<file path="src/design/mcbp_pkg.sv">
// mcbp_pkg: shared types and codes for the multi-channel byte pipe
// request and response words, command and status codes, default sizes
// no dependencies
`default_nettype none

package mcbp_pkg;

    localparam int DEF_NUM_PIPES  = 4;
    localparam int DEF_PIPE_DEPTH = 8;

    localparam logic [1:0] CMD_OPEN  = 2'd0;
    localparam logic [1:0] CMD_WRITE = 2'd1;
    localparam logic [1:0] CMD_READ  = 2'd2;
    localparam logic [1:0] CMD_NOP   = 2'd3;

    localparam logic [2:0] ST_OK       = 3'd0;
    localparam logic [2:0] ST_NOT_OPEN = 3'd1;
    localparam logic [2:0] ST_EMPTY    = 3'd2;
    localparam logic [2:0] ST_FULL     = 3'd3;
    localparam logic [2:0] ST_NO_FREE  = 3'd4;

    typedef struct packed {
        logic [1:0] cmd;
        logic [1:0] pipe_index;
        logic [7:0] write_byte;
        logic       last_of_transfer;
    } t_req_word;

    typedef struct packed {
        logic [2:0] status;
        logic [7:0] read_byte;
        logic [1:0] opened_pipe;
        logic       transfer_done;
    } t_rsp_word;

endpackage

`default_nettype wire

</file>
<file path="src/design/mcbp_byte_ram.sv">
// mcbp_byte_ram: byte store shared by all pipes
// one write port, one read port with registered read data
// no dependencies
`default_nettype none

module mcbp_byte_ram #(
    parameter int DATA_W = 8,
    parameter int ADDR_W = 5
) (
    input  wire logic              i_clk,
    input  wire logic              i_wr_en,
    input  wire logic [ADDR_W-1:0] i_wr_addr,
    input  wire logic [DATA_W-1:0] i_wr_data,
    input  wire logic              i_rd_en,
    input  wire logic [ADDR_W-1:0] i_rd_addr,
    output logic      [DATA_W-1:0] o_rd_data
);

    localparam int DEPTH = 1 << ADDR_W;

    logic [DATA_W-1:0] r_mem [DEPTH];
    logic [DATA_W-1:0] r_rd_data;

    always_ff @(posedge i_clk) begin
        if (i_wr_en) begin
            r_mem[i_wr_addr] <= i_wr_data;
        end
    end

    always_ff @(posedge i_clk) begin
        if (i_rd_en) begin
            r_rd_data <= r_mem[i_rd_addr];
        end
    end

    assign o_rd_data = r_rd_data;

endmodule

`default_nettype wire

</file>
<file path="src/design/multi_channel_byte_pipe.sv">
// multi_channel_byte_pipe: set of ring-buffer byte pipes with open/write/read commands
// uses mcbp_pkg and mcbp_byte_ram
// o_done marks the result in S_REPLY, entered from S_EXEC after the accepting edge
// busy is high in S_EXEC, which writes the descriptor back; a new word can be accepted
//   in S_REPLY while the previous result is shown
// reset: open flags and control cleared, byte store and descriptors not cleared
// the receiver cannot stall; each result is shown for one cycle only
`default_nettype none

module multi_channel_byte_pipe
    import mcbp_pkg::*;
#(
    parameter int NUM_PIPES  = DEF_NUM_PIPES,
    parameter int PIPE_DEPTH = DEF_PIPE_DEPTH
) (
    input  wire logic      i_clk,
    input  wire logic      i_rst_n,
    input  wire logic      start,
    output logic           busy,
    input  wire t_req_word i_req,
    output logic           o_done,
    output t_rsp_word      o_rsp
);

    localparam int PW     = (NUM_PIPES > 1) ? $clog2(NUM_PIPES) : 1;
    localparam int PTR_W  = $clog2(PIPE_DEPTH);
    localparam int CNT_W  = $clog2(PIPE_DEPTH + 1);
    localparam int RAM_AW = PW + PTR_W;

    localparam logic [1:0] S_IDLE  = 2'd0;
    localparam logic [1:0] S_EXEC  = 2'd1;
    localparam logic [1:0] S_REPLY = 2'd2;

    typedef struct packed {
        logic [PTR_W-1:0] wr_ptr;
        logic [PTR_W-1:0] rd_ptr;
        logic [CNT_W-1:0] count;
    } t_desc;

    logic [1:0]           r_state;
    logic [1:0]           n_state;
    t_req_word            r_req;
    t_desc                r_desc_mem [NUM_PIPES];
    t_desc                r_desc_q;
    logic [NUM_PIPES-1:0] r_pipe_open;
    logic [2:0]           r_status;
    logic [2:0]           n_status;
    logic [1:0]           r_opened;
    logic [1:0]           n_opened;
    logic                 r_rd_ok;
    logic                 n_rd_ok;

    logic                 accept;
    logic [PW-1:0]        in_addr;
    logic [PW-1:0]        req_addr;
    logic                 req_in_range;
    logic                 req_open;
    logic                 free_found;
    logic [PW-1:0]        free_idx;
    logic                 desc_we;
    logic [PW-1:0]        desc_waddr;
    t_desc                desc_wdata;
    logic                 open_set;
    logic                 ram_we;
    logic [RAM_AW-1:0]    ram_waddr;
    logic                 ram_re;
    logic [RAM_AW-1:0]    ram_raddr;
    logic [7:0]           ram_q;

    assign busy   = (r_state == S_EXEC);
    assign accept = start && !busy;

    assign in_addr      = PW'(i_req.pipe_index);
    assign req_addr     = PW'(r_req.pipe_index);
    assign req_in_range = (32'(r_req.pipe_index) < NUM_PIPES);
    assign req_open     = req_in_range ? r_pipe_open[req_addr] : 1'b0;

    function automatic logic [PTR_W-1:0] advance(input logic [PTR_W-1:0] ptr);
        advance = (ptr == PTR_W'(PIPE_DEPTH - 1)) ? '0 : ptr + PTR_W'(1);
    endfunction

    always_comb begin
        free_found = 1'b0;
        free_idx   = '0;
        for (int i = NUM_PIPES - 1; i >= 0; i--) begin
            if (!r_pipe_open[i]) begin
                free_found = 1'b1;
                free_idx   = PW'(i);
            end
        end
    end

    always_comb begin
        n_status   = ST_OK;
        n_opened   = '0;
        n_rd_ok    = 1'b0;
        desc_we    = 1'b0;
        desc_waddr = req_addr;
        desc_wdata = r_desc_q;
        open_set   = 1'b0;
        ram_we     = 1'b0;
        ram_waddr  = {req_addr, r_desc_q.wr_ptr};
        ram_re     = 1'b0;
        ram_raddr  = {req_addr, r_desc_q.rd_ptr};
        if (r_state == S_EXEC) begin
            unique case (r_req.cmd)
                CMD_OPEN: begin
                    if (free_found) begin
                        open_set   = 1'b1;
                        desc_we    = 1'b1;
                        desc_waddr = free_idx;
                        desc_wdata = '0;
                        n_opened   = 2'(free_idx);
                    end else begin
                        n_status = ST_NO_FREE;
                    end
                end
                CMD_WRITE: begin
                    if (!req_open) begin
                        n_status = ST_NOT_OPEN;
                    end else if (r_desc_q.count == CNT_W'(PIPE_DEPTH)) begin
                        n_status = ST_FULL;
                    end else begin
                        ram_we            = 1'b1;
                        desc_we           = 1'b1;
                        desc_wdata.wr_ptr = advance(r_desc_q.wr_ptr);
                        desc_wdata.count  = r_desc_q.count + CNT_W'(1);
                    end
                end
                CMD_READ: begin
                    if (!req_open) begin
                        n_status = ST_NOT_OPEN;
                    end else if (r_desc_q.count == '0) begin
                        n_status = ST_EMPTY;
                    end else begin
                        ram_re            = 1'b1;
                        n_rd_ok           = 1'b1;
                        desc_we           = 1'b1;
                        desc_wdata.rd_ptr = advance(r_desc_q.rd_ptr);
                        desc_wdata.count  = r_desc_q.count - CNT_W'(1);
                    end
                end
                CMD_NOP: begin
                    n_status = ST_OK;
                end
                default: begin
                    n_status = ST_OK;
                end
            endcase
        end
    end

    always_comb begin
        n_state = r_state;
        unique case (r_state)
            S_IDLE:  n_state = accept ? S_EXEC : S_IDLE;
            S_EXEC:  n_state = S_REPLY;
            S_REPLY: n_state = accept ? S_EXEC : S_IDLE;
            default: n_state = S_IDLE;
        endcase
    end

    always_ff @(posedge i_clk) begin
        if (!i_rst_n) begin
            r_state     <= S_IDLE;
            r_pipe_open <= '0;
        end else begin
            r_state <= n_state;
            if (open_set) begin
                r_pipe_open[free_idx] <= 1'b1;
            end
        end
    end

    always_ff @(posedge i_clk) begin
        if (accept) begin
            r_req    <= i_req;
            r_desc_q <= r_desc_mem[in_addr];
        end
        if (desc_we) begin
            r_desc_mem[desc_waddr] <= desc_wdata;
        end
        if (r_state == S_EXEC) begin
            r_status <= n_status;
            r_opened <= n_opened;
            r_rd_ok  <= n_rd_ok;
        end
    end

    mcbp_byte_ram #(
        .DATA_W (8),
        .ADDR_W (RAM_AW)
    ) u_byte_ram (
        .i_clk     (i_clk),
        .i_wr_en   (ram_we),
        .i_wr_addr (ram_waddr),
        .i_wr_data (r_req.write_byte),
        .i_rd_en   (ram_re),
        .i_rd_addr (ram_raddr),
        .o_rd_data (ram_q)
    );

    assign o_done              = (r_state == S_REPLY);
    assign o_rsp.status        = r_status;
    assign o_rsp.read_byte     = r_rd_ok ? ram_q : 8'd0;
    assign o_rsp.opened_pipe   = r_opened;
    assign o_rsp.transfer_done = r_req.last_of_transfer;

endmodule

`default_nettype wire

</file>
<file path="config.mk">
export PLATFORM = sky130hd
export DESIGN_NAME = multi_channel_byte_pipe
export DESIGN_NICKNAME = d
export VERILOG_FILES = /design/src/design/mcbp_pkg.sv /design/src/design/mcbp_byte_ram.sv /design/src/design/multi_channel_byte_pipe.sv
export SDC_FILE = /design/constraint.sdc
export NUM_CORES = 1
export LEC_CHECK = 0
export BUFFER_PORTS_ARGS = -buffer_cell sky130_fd_sc_hd__buf_4
export CORE_MARGIN = 8
export CORE_UTILIZATION = 62
export DETAILED_ROUTE_END_ITERATION = 10
export PLACE_DENSITY = 0.85
export SLEW_MARGIN = 5
export SYNTH_ARGS = -nofsm -noshare
export SYNTH_HDL_FRONTEND = slang
export SYNTH_SLANG_ARGS = --single-unit
</file>
<file path="constraint.sdc">
create_clock -name i_clk -period 2.9 [get_ports i_clk]
set_input_delay 0.145 -clock i_clk [delete_from_list [all_inputs] [get_ports i_clk]]
set_output_delay 0.145 -clock i_clk [all_outputs]
set_load 0.03 [all_outputs]
</file>
==> metrics.yaml <==
run_status: "finished, final reports clean"
clkSinkCount: 339
p_sw_share_pct: 20.7
path_clk_slew_ns: 0.06
worst_ep_required_time_ns: 3.11
synth_nets: 690
utilization_pct: 71.8
grt_usage_pct: 21.9
finalClockSkew_ns: 0.0258
synth_edf_count: 333
num_rows: 54
dp.cells: 989
max_freq_mhz: 406
synthArstFlopShare_pct: 0
max_slew_margin_pct: 15.8
fin_crit_sh_pct: 85.0
vias: 6853
ys_seq_elements: 339
leakagePower_nw: 5.07
startpoint_type: "flip-flop"
setup_viol: 0
dpl.hpwl_um: 17000
synth.yosys.seq_area_share_pct: 75.4
grt_pass1_vias: 7357
netlist_area_um2: 13400
antenna_found_initial: 0
place_ws_ns: 0.528
internal-power_mw: 8.13
syn_avg_cell_area_um2: 20.2
wl_per_cell_um: 26.4
antennaDiodeCount: 0
rsz0062_at_grt: "no"
final_cell_count_no_fill: 1067
fillers: 1163
initial_utilization_pct: 62.3
drive_above_1_share_pct: 29.1
coreArea_um2: 21600
tns_ns: 0
gp_congestion: 0.887
synth.distinct_cells: 57
finalPower_mw: 10.2
crit_arrival_ns: 2.68
crit_path_end_kind: "flip-flop"
dpl-instance-area_um2: 14200
drt_iter0_drc: 648
cts_made_buffers: 34
viasPerCell: 6.42
final.setup.worst_slack_ns: 0.436
p_clk_share_pct: 41.7
clk_path_buf_depth: 3
worst-path-max-fanout: 8
yosys_warnings: 0
wirelength_um: 28200
hold_viol: 0
tightest_slew_ns: 1.26
synthCells: 665
comb_power_share_pct: 4.4
hp-class: "primary input to flip-flop"
fin_area_um2: 15500
cts_tree: "built"
port_buffers: 31
cap_viol_max_count: 0
power_frac_seq_pct: 53.9
dieWidth_um: 163
ios: 32
hold_slack_ns: 0.0238
fp.dieArea_um2: 26600
fin_nets: 787
maxSlewViolCount: 0
ant_nets: 0
h-tree-depth: 2
min_period_ns: 2.46
powerDensity_nw_per_um2: 662
dr.pass1.iters: 5
grt_pass1_wl_um: 43700
drc_errors: 0
cts_root_buffer: "clkbuf_16"
die_h_um: 163
gr-total-overflow: 0
ys.flop_type: "edfxtp_1"
grt_max_degree: 67
area_growth_pct: 15.3
clock_latency_ns: 0.52
ir_worst_vdd_v: 0.000564
crit_type: "flip-flop to flip-flop"
switchingPower_mw: 2.12
[repair_timing]
| action | CTS | global route |
|---|---|---|
| gates resized for setup | 0 | 0 |
| hold buffers | 15 | 0 |
| buffers inserted | 0 | 0 |
| hold endpoints to repair | 19 | 0 |
[state kept, by name (all words and copies together) (netlist names), 2 cells and up]
signal,count
r_desc_mem,40
r_desc_q,10
r_opened,2
r_pipe_open,4
r_req,10
r_state,2
r_status,3
req_addr,2
u_byte_ram.o_rd_data,8
u_byte_ram.r_mem,256
[kinds of logic after synthesis]
logic type | count (synthesis) | synth area share [%]
xor gates and xnor gates | 1 | 0.0653
adders and majority gates | 9 | 0.839
muxes | 77 | 12.7
DFF | 339 | 75.4
buffers and inverters | 38 | 1.62
AOI/OAI and AO/OA | 67 | 3.29
and+or+nand+nor | 134 | 6.06
[path summary, 6_finish.rpt]
path | startpoint | endpoint | slack, ns | depth (start not counted)
min | i_req[9] | req_addr[0] | 0.02 | 1
min reg2reg | r_state[0] | r_state[0] | 0.52 | 1
max reg2reg | r_desc_q[0] | u_byte_ram.r_mem[24][7] | 0.44 | 7
max | r_desc_q[0] | u_byte_ram.r_mem[24][7] | 0.44 | 7
[power by group through the flow]
stage | Clock (mW) | Sequential [mW] | Combinational (mW)
after floorplan | 0 | 5.58 | 0.311
after global placement | 0 | 5.63 | 0.398
after detailed placement | 0 | 5.64 | 0.414
after CTS | 4.32 | 5.53 | 0.438
after global routing | 4.49 | 5.53 | 0.486
final | 4.27 | 5.52 | 0.455
[final cells by class]
| type | instances | area [um^2] | share of cell area, % |
|---|---|---|---|
| clock buffers | 39 | 891 | 5.76 |
| clock inverters | 22 | 195 | 1.26 |
| well taps | 280 | 350 | 2.26 |
| inverters | 7 | 26.3 | 0.170 |
| multi-input cells | 288 | 3090 | 20.0 |
| flip-flops and latches | 339 | 10100 | 65.4 |
| repair buffers | 92 | 806 | 5.21 |
[routing by layer]
| layer | up-vias | global-route usage, % | wire length, um |
|---|---|---|---|
| met2 | 366 | 37.0 | 14500 |
| met5 | - | 0 | 0 |
| met1 | 3477 | 27.7 | 10400 |
| met3 | 68 | 3.83 | 2260 |
| li1 | 2942 | - | - |
| met4 | 0 | 9.13 | 1030 |
[synthesized netlist by cell type (5+ instances only)]
library cell,count,area (um^2)
dfxtp_1,6,120
nor3_2,12,120
nor2_1,28,105
nand3_1,5,25.0
mux4_2,75,1690
inv_1,7,26.3
edfxtp_1,333,10000
nand2b_1,6,37.5
o21ai_0,6,30.0
ha_1,9,113
and2_1,9,56.3
nor2b_1,8,50.1
o22ai_1,32,200
buf_2,12,60.1
clkbuf_1,7,26.3
a21oi_1,7,35.0
nor3_1,5,25.0
nand2_1,27,101
nor4_1,8,50.1
[placed cells by master (no fill, tap or decap), types with 3 or more instances in the layout]
master,n
edfxtp_1,333
mux4_2,75
buf_4,72
clkbuf_16,35
o22ai_1,32
nor2_1,28
nand2_1,27
dlygate4sd3_1,15
nor3_2,12
and2_1,9
ha_1,9
nor4_1,8
nor2b_1,7
inv_1,7
a21oi_1,7
clkinv_1,7
clkinv_2,7
o21ai_0,6
nand2b_1,6
dfxtp_1,6
nor3_1,5
nand3_1,5
nand4_1,4
o211ai_1,4
nand2_4,4
clkinv_4,4
clkbuf_1,4
o21ai_1,3
o21a_1,3
bufinv_16,3
buf_12,3
[worst max-delay path: stages, from the launching register on]
cell,delay (ns)
edfxtp_1,0.45
inv_1,0.10
ha_1,0.27
nand3b_1,0.22
and4_1,0.53
nand2_4,0.21
nor3_2,0.17
buf_4,0.21
Note: power is estimated with default switching activity, not from simulation.
